**src/hw/rtl/stam_pkg.sv**
```systemverilog
`default_nettype none
package stam_pkg;

  localparam int NUM_CODES   = 6;
  localparam int MAX_RESULTS = 16;

  // alert codes
  localparam logic [2:0] CODE_TEMP_LOW  = 3'd0;
  localparam logic [2:0] CODE_TEMP_HIGH = 3'd1;
  localparam logic [2:0] CODE_HUM_HIGH  = 3'd2;
  localparam logic [2:0] CODE_RISING    = 3'd3;
  localparam logic [2:0] CODE_FALLING   = 3'd4;
  localparam logic [2:0] CODE_OFFLINE   = 3'd5;

  // register indexes
  localparam logic [2:0] REG_TEMP_LOW  = 3'd0;
  localparam logic [2:0] REG_TEMP_HIGH = 3'd1;
  localparam logic [2:0] REG_HUM_HIGH  = 3'd2;
  localparam logic [2:0] REG_RATE      = 3'd3;
  localparam logic [2:0] REG_TIMEOUT   = 3'd4;
  localparam logic [2:0] REG_THROTTLE  = 3'd5;

  // register reset values
  localparam logic signed [15:0] RST_TEMP_LOW  = 16'sd288;
  localparam logic signed [15:0] RST_TEMP_HIGH = 16'sd480;
  localparam logic [10:0]        RST_HUM_HIGH  = 11'd1120;
  localparam logic [14:0]        RST_RATE      = 15'd32;
  localparam logic [15:0]        RST_TIMEOUT   = 16'd5;
  localparam logic [15:0]        RST_THROTTLE  = 16'd15;

  localparam int DIV_BITS = 17;

  typedef struct packed {
    logic [3:0]         sensor;
    logic [2:0]         code;
    logic signed [15:0] temperature;
    logic [10:0]        humidity;
    logic signed [15:0] rate;
  } alert_t;

  typedef struct packed {
    logic rd;
    logic wr;
  } thr_req_t;

endpackage
`default_nettype wire

```
**src/hw/rtl/stam_div.sv**
```systemverilog
`default_nettype none
// restoring divider, one quotient bit per cycle
module stam_div (
  input  wire logic                          clk,
  input  wire logic                          rst,
  input  wire logic                          start,
  input  wire logic [stam_pkg::DIV_BITS-1:0] dividend,
  input  wire logic [31:0]                   divisor,
  output logic                               done,
  output logic [stam_pkg::DIV_BITS-1:0]      quotient
);
  localparam int CW = $clog2(stam_pkg::DIV_BITS + 1);

  logic [CW-1:0] cnt;
  logic          busy;
  logic [31:0]   rem;
  logic [31:0]   dvs;
  logic [32:0]   trial;
  logic          fits;

  assign trial = {rem, quotient[stam_pkg::DIV_BITS-1]};
  assign fits  = trial >= {1'b0, dvs};

  always_ff @(posedge clk) begin
    done <= 1'b0;
    if (rst) begin
      busy <= 1'b0;
      cnt  <= '0;
    end else if (start) begin
      busy     <= 1'b1;
      cnt      <= CW'(stam_pkg::DIV_BITS);
      rem      <= '0;
      dvs      <= divisor;
      quotient <= dividend;
    end else if (busy) begin
      rem      <= fits ? 32'(trial - {1'b0, dvs}) : trial[31:0];
      quotient <= {quotient[stam_pkg::DIV_BITS-2:0], fits};
      cnt      <= cnt - 1'b1;
      if (cnt == CW'(1)) begin
        busy <= 1'b0;
        done <= 1'b1;
      end
    end
  end
endmodule
`default_nettype wire

```
**config.mk**
```make
export PLATFORM = sky130hd
export DESIGN_NAME = stam_div
export DESIGN_NICKNAME = d
export VERILOG_FILES = /design/src/hw/rtl/stam_pkg.sv /design/src/hw/rtl/stam_div.sv
export SDC_FILE = /design/constraint.sdc
export NUM_CORES = 1
export LEC_CHECK = 0
export BUFFER_PORTS_ARGS = -buffer_cell sky130_fd_sc_hd__buf_2
export CAP_MARGIN = 40
export CELL_PAD_IN_SITES_DETAIL_PLACEMENT = 0
export CELL_PAD_IN_SITES_GLOBAL_PLACEMENT = 1
export CORE_ASPECT_RATIO = 1.2
export CORE_MARGIN = 1.5
export CORE_UTILIZATION = 45
export DETAILED_ROUTE_END_ITERATION = 7
export PLACE_DENSITY_LB_ADDON = 0.1
export SETUP_SLACK_MARGIN = 0.02
export SYNTH_ARGS = -nofsm -noshare
export SYNTH_HDL_FRONTEND = slang
export SYNTH_SLANG_ARGS = --single-unit
```
**constraint.sdc**
```tcl
create_clock -name clk -period 3.74 [get_ports clk]
set_input_delay 0.187 -clock clk [delete_from_list [all_inputs] [get_ports clk]]
set_output_delay 0.187 -clock clk [all_outputs]
set_load 0.01 [all_outputs]
```
==> results of run 1 <==
==> power by group <==
part	total, W	internal [W]	switching [W]
logic	0.000839	0.000364	0.000475
registers	0.00122	0.00118	0.0000399
clock network	0.000813	0.000443	0.000370
==> state kept, by name (all words and copies together), names as in the netlist <==
signal / count
rem: 32
cnt: 5
dvs: 32
quotient: 17
done: 1
busy: 1
==> per-stage QoR <==
stage	std cells	setup WS [ns]	instance area (µm²)	util [%]	hold WS, ns
2_1_floorplan	508	0.625	5400	-	0.286
3_3_place_gp	717	0.596	5890	50.7	0.363
3_5_place_dp	718	0.434	5920	51.0	0.365
4_1_cts	733	0.433	6180	53.2	0.000216
5_1_grt	734	0.191	6190	53.3	0.00191
6_report	734	0.474	6190	53.3	0.0155
==> per-layer routing <==
metal	wire, µm	global-route usage (%)	up-vias
met5	0	0	-
met4	213	7.85	0
met3	431	4.86	14
met2	5530	33.4	76
met1	5390	25.1	1847
li1	-	-	1969
==> kinds of logic (layout without fill, tap and decap cells) <==
logic type      Yosys count  after routing  share of synthesized area [%]
buf+inv                  65            134                           5.12
simple gates            135            135                           11.6
compound gates          112            112                           14.1
flops                    88             88                           47.6
mux                      43             43                           8.38
xor+xnor                 30             30                           4.86
fa+ha+maj                35             35                           8.24
==> synth_stat cells (all sizes together), types with 8 or more instances <==
cell | n | area share (%)
mux2i | 25 | 4.6
xor2 | 13 | 2.1
buf | 8 | 1.2
clkbuf | 14 | 0.97
a21o | 19 | 2.6
nand3 | 9 | 0.83
nand4 | 9 | 1.0
nor2 | 59 | 4.1
ha | 34 | 7.9
xnor2 | 17 | 2.8
o21a | 9 | 1.4
o21ai | 10 | 0.93
a21oi | 35 | 3.2
edfxtp | 81 | 45
nand2 | 29 | 2.0
inv | 43 | 3.0
mux2 | 18 | 3.8
==> path summary, 6_finish.rpt <==
kind              cells after the start  slack, ns              endpoint
hold / removal                        1       0.02     dvs[22]$_DFFE_PP_
setup / recovery                     12       0.47  rem[5]$_SDFFCE_PP0P_
hold reg to reg                       2       0.50   cnt[1]$_SDFFE_PP0P_
setup reg to reg                     12       0.47  rem[5]$_SDFFCE_PP0P_
==> worst max-delay path: stages (launching register included) <==
cell and delay, ns:
sky130_fd_sc_hd__edfxtp_1 0.41, sky130_fd_sc_hd__ha_1 0.32, sky130_fd_sc_hd__nor2b_1 0.20, sky130_fd_sc_hd__o2111ai_1 0.20, sky130_fd_sc_hd__a21boi_2 0.23, sky130_fd_sc_hd__nor3b_2 0.06
sky130_fd_sc_hd__buf_4 0.16, sky130_fd_sc_hd__a211o_1 0.31, sky130_fd_sc_hd__o21a_4 0.24, sky130_fd_sc_hd__o221ai_4 0.16, sky130_fd_sc_hd__buf_4 0.38, sky130_fd_sc_hd__mux2i_1 0.26
sky130_fd_sc_hd__nor2_1 0.06
==> layout by cell type, fill, tap and decap left out, drive strengths merged, types with 3 or more instances in the layout <==
cell type / count
clkinv: 5
a31oi: 7
nand4: 9
nand2: 29
nand3: 9
nor2: 59
nor2b: 4
inv: 43
dfxtp: 7
a21o: 19
xnor2: 17
a21oi: 35
a211oi: 7
edfxtp: 81
buf: 75
o21ai: 10
clkbuf: 9
xor2: 13
mux2: 18
nor3: 6
o21a: 9
o21bai: 7
nand2b: 3
o2111ai: 3
ha: 34
mux2i: 25
==> area by class of cell <==
type / instances / area [µm²] / share of cell area [%]
flip-flops and latches: 88 / 2570 / 41.5
multi-input cells: 355 / 2580 / 41.7
clock inverters: 6 / 37.5 / 0.606
repair buffers: 76 / 420 / 6.79
clock buffers: 9 / 225 / 3.64
inverters: 43 / 161 / 2.61
well taps: 157 / 196 / 3.17
==> results.md, run 1 <==
Timing:
- The achievable clock frequency is 306 MHz.
- The number of endpoints with negative hold slack in the final report was 0.
- The routed design could run at a clock period as short as around 3.3 ns.
- The clock arrives with 0.00721 ns of skew.
- The worst max-slew margin expressed relative to the limit is 65.3%.
- The pin slew with the least headroom to its limit is around 0.52 ns.
- The setup-violating endpoint count in the final report is 0.
- Of the available clock period, the critical path in the final layout requires 87.3%.
- The setup TNS is 0 ns.
- Setup repair after global routing left no endpoint under its margin.
- The max-slew violation count is 0.

Synthesis:
- The total of warnings raised by yosys is 0.
- The most used flip-flop cell after synthesis is sky130_fd_sc_hd__edfxtp_1.
- The async set-reset flop share out of synthesis is 0%.
- After technology mapping, the gate count stands at 508.
- In this run, synthesis inferred slightly above 80 flip-flops with an integrated enable.
- The number of nets handed over by synthesis was between 500 and 600.
- The count of different cell masters after synthesis is 54.
- The average cell area after synthesis is approximately 11 µm².
- The synthesized flop and latch total is 88.
- The share of synthesized area occupied by flip-flops and latches is 47.6%.
- The synthesized netlist occupies a cell area of 5400 µm².

Pwr:
- Dividing total power by cell area gives a power density of 464 nW/µm².
- Across the VDD grid, the largest voltage drop is 0.240 mV.
- The reported leakage power is 2.68 nW.
- The design draws approximately 0.0029 W.

Critical path:
- The worst-path maximum fanout is 22.
- In this run the worst setup path begins at rem[0]$_SDFFCE_PP0P_.
- The worst flop-to-flop path startpoint is rem[0]$_SDFFCE_PP0P_.
- The type of element launching the critical path is a register.
- At the worst endpoint, the required time is roughly 3.8 ns.
- The worst setup path is of the reg -> reg kind.
- STA classifies the critical path endpoint as a register.
- The arrival time at the worst endpoint is 3.35 ns.

Cells and area:
- Of the cells placed in the final design, the portion with a size suffix greater than 1 is 19.9%.
- The net total in the final layout is 660.
- After filler insertion, the fill cell instance count of the layout stands at 1,081.
- The number of antenna diodes in the final layout is 0.
- Compared with the post-synthesis result, the final layout area differs by 14.6%.

Drt:
- For this run, the detailed router's first-pass iteration total came to 4.
- The per-cell via count in the routed design is 5.32.
- The first routing iteration left 163 violations.
- The detail route stage leaves a number of antenna-violating nets equal to 0.
- The residual DRC count is 0.
- The number of vias after detailed routing is 3,906.
- The overall routed net length is 11,600 µm.
- In the final routed layout, each cell accounts on average for 15.8 µm.

Clock network:
- The count of H-tree levels built during CTS is 3.
- The number of setup buffers added after CTS is 0.
- At the later pin of the worst-skew pair, clock insertion delay measures 0.34 ns.
- The clock drives 88 sinks.
- Clock tree synthesis inserted a total of 9 buffers.
- In this run the deepest clock path goes through 2 buffers.
- After clock tree synthesis, the clock-pin slew on the worst setup and hold paths is 0.06 ns.
- The root buffer cell chosen for the clock tree is sky130_fd_sc_hd__clkbuf_16.
- The clock tree from TritonCTS is yes.
- Hold repair after CTS inserted 0 buffers.
- Post-CTS repair changed the size of 0 cells.

Flow run:
- Max-cap violations in this run came to 0.

Die:
- From bottom edge to top edge, the die measures 123 µm.
- The die covers around 13,000 µm².
- The count of pins on the block boundary is 70.
- The number of placement rows is 43.
- The die is 103 µm wide.
- The effective utilization at floorplan is a little under half.
- The placeable core region is 11,600 µm².

Placed design:
- During placement, the flow inserted port buffers numbering 69.
- The HPWL after detailed placement is 8580 µm.
- At the end of routability-driven placement, the weighted congestion stood at 0.831.

GRT:
- The number of global-route vias before repair was 4,120.
- For this run the aggregate overflow at the end of global routing stands at 0.
- The wire length of the first global-routing pass is 19,400 µm.
- The maximum number of pins on one net before global-route repair is 36.
- The total global-route track usage is roughly 20%.
- The number of antenna violations at the first check in global routing is 0.

Worst hold path:
- The worst hold path class is in -> reg.
- The worst hold path begins at divisor[22].

Run status:
- The run finished with clean final reports.
Power figures use the tool's default switching activity.
==> run 2, diff against run 1 <==
CELL_PAD_IN_SITES_DETAIL_PLACEMENT = default   (was 0)
CELL_PAD_IN_SITES_GLOBAL_PLACEMENT = default   (was 1)
PLACE_DENSITY_LB_ADDON = default   (was 0.1)
clock period = 3.2 ns   (was 3.74 ns; I/O delays follow)
==> run 2 against run 1 <==
Compared with the run above:
- combinational power up 28%
- clock power is 38% higher
- via count grew 6.1%
- sequential share of layout area fell by 3.2 points
- sequential cell count unchanged
- largest power group unchanged
- non-clock buffer count up 44
- global-route usage decreased by 0.096 points
- critical endpoint is now rem[20]$_SDFFCE_PP0P_
- cell area is 8.4% higher
- die area did not move
- critical path depth did not move
==> results.md, run 2 (synthesis gave the netlist of run 1 again) <==
Run status:
- The flow ran to the end, and the final reports show no timing, DRC or antenna violations.

Clock network:
- The count of H-tree levels built during CTS is 3.
- The clock reaches the later pin of the worst-skew pair after 0.35 ns.
- CTS placed an instance of sky130_fd_sc_hd__clkbuf_16 at the clock tree root.
- TritonCTS built the clock tree.
- Clock tree synthesis inserted a total of 9 buffers.
- After clock tree synthesis, the clock-pin slew on the worst setup and hold paths is 0.06 ns.
- The worst-case clock buffer depth is 2.
- The clock sink count is approximately 90.

Timing:
- The number of endpoints with negative hold slack in the final report is 0.
- Setup repair after global routing could not meet its margin everywhere.
- The worst setup skew after layout is 0.00627 ns.
- The achievable clock frequency is ~330 MHz.
- Setup violations remaining at the end of the flow were counted as 0.
- The max-slew violation count is 0.
- The pin slew with the least headroom to its limit is 0.543 ns.
- Hold timing on the final database bottoms out at a slack of between 0.1 and 0.15 ns.
- Of the available clock period, the critical path in the final layout requires 94.5%.
- The worst max-slew margin expressed relative to the limit is 63.7%.
- The clock period minus final worst setup slack is 3.02 ns.

GRT:
- Across every metal layer, demand over resource in global routing totals 20.0%.
- The busiest metal layer after global routing is met2.
- For this run, global-route usage on met2 was measured as 33.8%.
- The maximum number of pins on one net before global-route repair is 41.
- The number of global-route vias before repair is 4,221.
- Global routing used 24.5% of the available met1 tracks.
- In the global route stage, met3 resource usage came out at 3.50%.
- The first global-routing pass estimated 19,400 µm of wire.
- The total overflow left after global routing is 0.
- The number of antenna violations at the first check in global routing is 0.

Critical path:
- The startpoint identified for the worst register-to-register timing path is rem[0]$_SDFFCE_PP0P_.
- The number of cells on the worst reg-to-reg path is 12.
- The arrival time at the worst endpoint is 3.10 ns.
- The capture instance of the worst register-to-register path is rem[20]$_SDFFCE_PP0P_.
- By instance count, the cell type seen most on the critical path is sky130_fd_sc_hd__buf_12.
- The cell family contributing the most delay on the critical path is compound AO/OA/AOI/OAI gates.
- The worst-path maximum fanout is 13.
- The class of the most critical setup path is reg -> reg.
- For the worst setup path, the data required time is 3.28 ns.
- The worst setup path is captured at a register.
- The maximum single-stage delay on the critical path is 0.42 ns.
- Together, buffers and inverters on the worst path number 2.
- Setup slack on the worst reg-to-reg path comes out at 0.18 ns.
- Traced cell by cell, the critical path runs through ha_1, nor2b_1, o2111ai_2, a21boi_2, nor3b_2, a211o_1, o21a_4, o221ai_4, buf_12, buf_12, mux2i_1, nor2_1.
- The master of the slowest instance on the critical path is sky130_fd_sc_hd__edfxtp_1.
- The worst setup path is launched from a register.

Die:
- The region available for standard cell placement spans 11,600 µm².
- The number of placement rows is 43.
- The area of the die is 12,700 µm².
- The x dimension of the die is 103 µm.
- The count of pins on the block boundary is 70.
- The effective utilization at floorplan is 46.5%.
- The die boundary height is 123 µm.

Cells and area:
- The utilization of the core after routing is between 50 and 60%.
- The library cells used most frequently in the layout, excluding fill and tap cells, are 81 x sky130_fd_sc_hd__edfxtp_1, 69 x sky130_fd_sc_hd__buf_2, 57 x sky130_fd_sc_hd__nor2_1.
- For this run, the number of standard cells in the final layout without fillers is 779.
- The area growth from synthesis to layout is 24.3%.
- The largest registers in the layout are dvs (32), rem (32), quotient (17).
- The proportion of layout cells with a drive suffix above 1 is 21.5%.
- The net total in the final layout is 704.
- Leaving out fill and tap cells, the most frequent cell in the layout is sky130_fd_sc_hd__edfxtp_1.
- The total inserted antenna cells is 0.

Drt:
- The length of the first detailed-routing pass in iterations is 8.
- The DRC marker count from the first detailed-route iteration is 127.
- The detail route stage leaves a number of antenna-violating nets equal to 0.
- After detailed routing, the average wire length per cell comes to 15.1 µm.
- Using the TritonRoute via totals, the vias-per-cell ratio works out to approximately 5.3.
- Summed over all layers, the routed wires come to 11,800 µm.
- The residual DRC count is 0.
- The number of vias after detailed routing is 4,143.

Pwr:
- The proportion of power drawn by flip-flops and latches is 39.6%.
- VDD sags by at most 0.290 mV.
- The overall power after layout is 0.00361 W.
- The reported leakage power is 2.90 nW.
- The part of the total power dissipated in combinational logic is between 20% and 30%.
- The total power density per cell area is 538 nW/µm².
- The internal power consumption is approximately 0.0026 W.
- The switching power is 0.00105 W.
- In this run, the clock network consumes a little under a third of the power.
- Net switching is ~29% of the power.

Flow run:
- The tool flagged a number of max-cap violations equal to 0.

Placed design:
- The last weighted congestion value of the routability-driven placer is 0.856.
- The half-perimeter wire length after detailed placement is 8470 µm.
- Including well taps, the total number of placed cells is 728.
- Port buffering added 69 buffers.

Worst hold path:
- The worst hold path class is in -> reg.
- The origin of the worst min-delay path is dividend[13].
- The worst hold path passes through 2 cells.
- The path with the worst hold slack has its endpoint at quotient[13]$_DFFE_PP_.
## run 2: cell count changes in the layout (fill, tap and decap cells not counted), sizes merged
cell	before	now
buf	75	88
clkbuf	9	10
clkinvlp	1	2
dlygate4sd3	1	32
clkinv	5	2
bufinv	0	2
## run 2: worst max-delay path by stage
stage	startpoint	end	slack, ns	cells past startpoint
after floorplan	busy$_SDFF_PP0_	quotient[0]$_DFFE_PP_	0.08	3
final	rem[0]$_SDFFCE_PP0P_	rem[20]$_SDFFCE_PP0P_	0.18	12
after detailed placement	rem[0]$_SDFFCE_PP0P_	rem[20]$_SDFFCE_PP0P_	-0.02	11
after global routing	rem[0]$_SDFFCE_PP0P_	rem[9]$_SDFFCE_PP0P_	-0.01	12
after global placement	rem[0]$_SDFFCE_PP0P_	rem[2]$_SDFFCE_PP0P_	0.02	11
after CTS	rem[0]$_SDFFCE_PP0P_	rem[21]$_SDFFCE_PP0P_	0.11	11
## run 2: repair_timing
item | in CTS | in global routing
buffers inserted | 2 | 1
setup endpoints to repair | 23 | 30
hold buffers | 32 | 0
resized for setup | 0 | 6
hold endpoints to repair | 32 | 0
gates cloned | 0 | 0
pin swaps | 1 | 3
## run 2: final cells by class
| type | count | area, µm² |
|---|---|---|
| fillers | 1033 | 4900 |
| multi-input cells | 355 | 2600 |
| inverters | 43 | 161 |
| flip-flops and latches | 88 | 2570 |
| repair buffers | 120 | 871 |
| well taps | 157 | 196 |
| clock buffers | 10 | 229 |
| clock inverters | 6 | 83.8 |
## run 2: power groups by stage
stage / Combinational, W / Clock, W / Sequential, W
3_3_place_gp: 0.000994 / 0 / 0.00145
5_1_grt: 0.00119 / 0.00118 / 0.00144
6_report: 0.00107 / 0.00112 / 0.00143
2_1_floorplan: 0.000750 / 0 / 0.00145
3_5_place_dp: 0.00101 / 0 / 0.00145
4_1_cts: 0.00105 / 0.00114 / 0.00143
## run 2: per-layer routing
metal / up-vias / share of wire [%] / wire length [µm]
li1: 2064 / - / -
met1: 1969 / 44 / 5170
met2: 93 / 50 / 5840
met3: 17 / 3.9 / 463
met4: 0 / 2.4 / 283
met5: - / 0 / 0
## run 2: worst reg2reg max path, delay by kind of cell, from the launching register on
kind	cells	cell delay, ns
muxes	1	0.20
and+or+nand+nor	3	0.35
AOI/OAI and AO/OA	5	1.17
adders and majority gates	1	0.32
DFF	1	0.42
buffers and inverters	2	0.30
## run 2: stage by stage
stage               setup slack (ns)  instance area (µm²)  TNS (ns)
floorplan                     0.0845                 5400         0
global placement              0.0210                 6030         0
detailed placement           -0.0229                 6030    -0.167
CTS                            0.115                 6680         0
global route                -0.00963                 6720   -0.0154
finish                         0.177                 6720         0
==> run 3, diff against run 2 <==
==> constraint.sdc (replaced) <==
create_clock -name clk -period 3.2 [get_ports clk]
set_input_delay 0.64 -clock clk [delete_from_list [all_inputs] [get_ports clk]]
set_output_delay 0.64 -clock clk [all_outputs]
set_load 0.01 [all_outputs]
==> run 3 against run 2 <==
Compared with the run above:
- wire length down 3.4%
- cell area fell by 5.3%
- maximum frequency increased by 1.6%
- die area is the same
- power decreased by 3.5%
- critical path depth is the same
- via count is 4.6% lower
- worst setup slack improved by 0.047 ns
- clock-buffer cell count unchanged
- clock skew grew 0.00072 ns
- worst hold slack improved by 0.36 ns
- clock power shrank 8%
- critical endpoint is now rem[8]$_SDFFCE_PP0P_
==> results.md, run 3 (synthesis gave the netlist of run 1 again) <==
Timing:
- The number of endpoints with negative hold slack in the final report is 0.
- Of the available clock period, the critical path in the final layout requires 93.0%.
- The max-slew violation count is 0.
- The setup TNS is 0 ns.
- Setup repair after global routing could not meet its margin everywhere.
- The worst setup skew after layout is 0.00699 ns.
- In the post-route analysis, the smallest setup slack over all paths is 0.224 ns.
- The achievable clock frequency is 336 MHz.
- The worst max-slew margin expressed relative to the limit is ~60%.
- Setup violations remaining at the end of the flow were counted as 0.
- The clock period minus final worst setup slack is slightly below 3 ns.
- The pin slew with the least headroom to its limit is approximately 0.60 ns.

Critical path:
- The number of cells on the worst reg-to-reg path is 12.
- Of all nets on the critical path, the largest fanout is 15.
- The nature of the critical path endpoint is a register.
- The class of the most critical setup path is reg -> reg.
- Walking the worst path, the cells encountered are inv_1, ha_1, nor2b_2, o2111ai_2, a21boi_2, nor3b_2, a211o_1, o21a_4, o221ai_4, buf_12, mux2i_1, nor2_1.
- In this run the critical register-to-register path is captured at rem[8]$_SDFFCE_PP0P_.
- The cell family with the largest share of critical-path delay is compound AO/OA/AOI/OAI gates.
- The largest individual stage delay along the critical path comes from the cell sky130_fd_sc_hd__edfxtp_1.
- Across all register-to-register paths, the minimum setup slack is 0.22 ns.
- Data on the critical path is required at its endpoint by 3.27 ns.
- STA puts the critical path data arrival time at ~3.1 ns.
- The critical path starts at dvs[1]$_DFFE_PP_.
- The number of buffers and inverters on the critical path is 2.
- The worst flop-to-flop path startpoint is dvs[1]$_DFFE_PP_.
- The maximum single-stage delay on the critical path is about 0.4 ns.
- STA classifies the critical path startpoint as a register.

Worst hold path:
- The tightest min-delay check is of the in -> reg type.
- In this run the most critical hold path is launched from divisor[1].
- The end of the worst hold path is dvs[1]$_DFFE_PP_.
- The cell count of the worst hold path is 1.

GRT:
- Entering global routing, the biggest net connects 53 pins.
- The number of antenna violations at the first check in global routing was 0.
- The first global-routing pass estimated 19,000 µm of wire.
- The number of global-route vias before repair was 4,077.
- Global routing used 19.4% of the available tracks across all layers.
- The total overflow left after global routing is 0.

Cells and area:
- The library cell used most frequently in the layout, excluding fill and tap cells, is sky130_fd_sc_hd__edfxtp_1.
- The layout has ~1,100 filler cells.
- Leaving out fill and tap cells, the most frequent cells in the layout are 81 x sky130_fd_sc_hd__edfxtp_1, 69 x sky130_fd_sc_hd__buf_2, 56 x sky130_fd_sc_hd__nor2_1.
- The largest registers in the layout are dvs (32), rem (32), quotient (17).
- The proportion of layout cells with a drive suffix above 1 is approximately 23%.
- The net total in the final layout is roughly 670.
- From synthesis to final layout, the design area changed by 17.7%.
- 0 antenna diodes ended up in the layout.

Run status:
- The run finished with clean final reports.

Die:
- The number of placement rows is 43.
- The count of pins on the block boundary is 70.
- For this configuration, the core starts out at a cell density of 46.5%.
- The x dimension of the die is 103 µm.
- The die boundary height is around 120 µm.
- The die covers 12,700 µm².
- The region available for standard cell placement spans between 10,000 and 15,000 µm².

Clock network:
- The number of buffers inserted during clock tree synthesis is 9.
- The clock slew seen by the registers of the worst setup and hold paths is 0.06 ns.
- The clock sink count is 88.
- The worst-case clock buffer depth is 2.
- At the later pin of the worst-skew pair, clock insertion delay measures 0.34 ns.
- Post-CTS timing repair inserted 0 buffers for setup.
- The count of H-tree levels built during CTS is 3.
- The clock tree from TritonCTS is yes.
- Clock tree synthesis selected as its root buffer the cell sky130_fd_sc_hd__clkbuf_16.

Drt:
- The length of the first detailed-routing pass in iterations is 4.
- The detailed router placed 3,953 vias in this run.
- The per-cell via count in the routed design is 5.31.
- The DRC marker count from the first detailed-route iteration is 153.
- The residual DRC count is 0.
- The number of nets still failing antenna checks after routing is 0.
- The wire length per cell after detailed routing is approximately 15 µm.
- After detailed routing, the total wire length is 11,400 µm.

Pwr:
- Power spread over the standard cell area amounts to around 550 nW/µm².
- The largest vdd supply drop is 0.315 mV.
- For this design the static power due to leakage is 2.74 nW.

Placed design:
- The wire-length estimate of the detail-placed layout is roughly 8400 µm.
- The last weighted congestion value of the routability-driven placer is 0.880.
- The setup slack after placement is around 0.048 ns.
- Port buffering added between 60 and 70 buffers.

Flow run:
- The tool flagged a number of max-cap violations equal to 0.
-- run 3: cell types whose count changed in the layout (fill, tap and decap cells not counted), sizes merged --
| cell | previous run | this run |
|---|---|---|
| dlygate4sd3 | 32 | 0 |
| buf | 88 | 85 |
| bufinv | 2 | 1 |
| clkinvlp | 2 | 3 |
-- run 3: worst max-delay path by stage --
stage	endpoint	slack [ns]	depth (start not counted)
4_1_cts	rem[20]$_SDFFCE_PP0P_	0.03	11
5_1_grt	rem[7]$_SDFFCE_PP0P_	0.02	11
3_3_place_gp	rem[29]$_SDFFCE_PP0P_	0.10	11
3_5_place_dp	rem[20]$_SDFFCE_PP0P_	0.05	11
2_1_floorplan	dvs[0]$_DFFE_PP_	0.36	3
6_report	rem[8]$_SDFFCE_PP0P_	0.22	12
-- run 3: repair_timing --
action / CTS / global route
resized for setup: 0 / 13
setup endpoints to repair: 0 / 29
hold buffers: 0 / 0
endpoints found under the hold margin: 0 / 0
-- run 3: power breakdown --
part	leakage, nW	internal (W)	switching, W
combinational	1.77	0.000466	0.000556
clock	0.130	0.000600	0.000431
sequential	0.832	0.00138	0.0000496
total	2.74	0.00245	0.00104
-- run 3: cell type report --
class | instances | area (µm²) | share of cell area (%)
clock inverters | 6 | 60.1 | 0.944
clock buffers | 10 | 229 | 3.60
inverters | 43 | 161 | 2.54
repair buffers | 85 | 510 | 8.02
well taps | 157 | 196 | 3.09
multi-input cells | 355 | 2630 | 41.4
flip-flops and latches | 88 | 2570 | 40.4
-- run 3: layer usage --
metal | wire, µm | GRT usage (%)
met5 | 0 | 0
met4 | 144 | 6.67
met3 | 453 | 4.58
met2 | 5530 | 33.0
met1 | 5240 | 24.2
-- run 3: metrics by stage --
step | cells | instance area [µm²] | util [%] | hold WS, ns | total power (W)
final | 744 | 6360 | 54.7 | 0.470 | 0.00349
after global routing | 744 | 6360 | 54.7 | 0.454 | 0.00369
after CTS | 744 | 6300 | 54.2 | 0.454 | 0.00350
after detailed placement | 728 | 6010 | 51.8 | 0.509 | 0.00246
after global placement | 728 | 6010 | 51.8 | 0.489 | 0.00244
after floorplan | 508 | 5410 | - | 0.469 | 0.00220
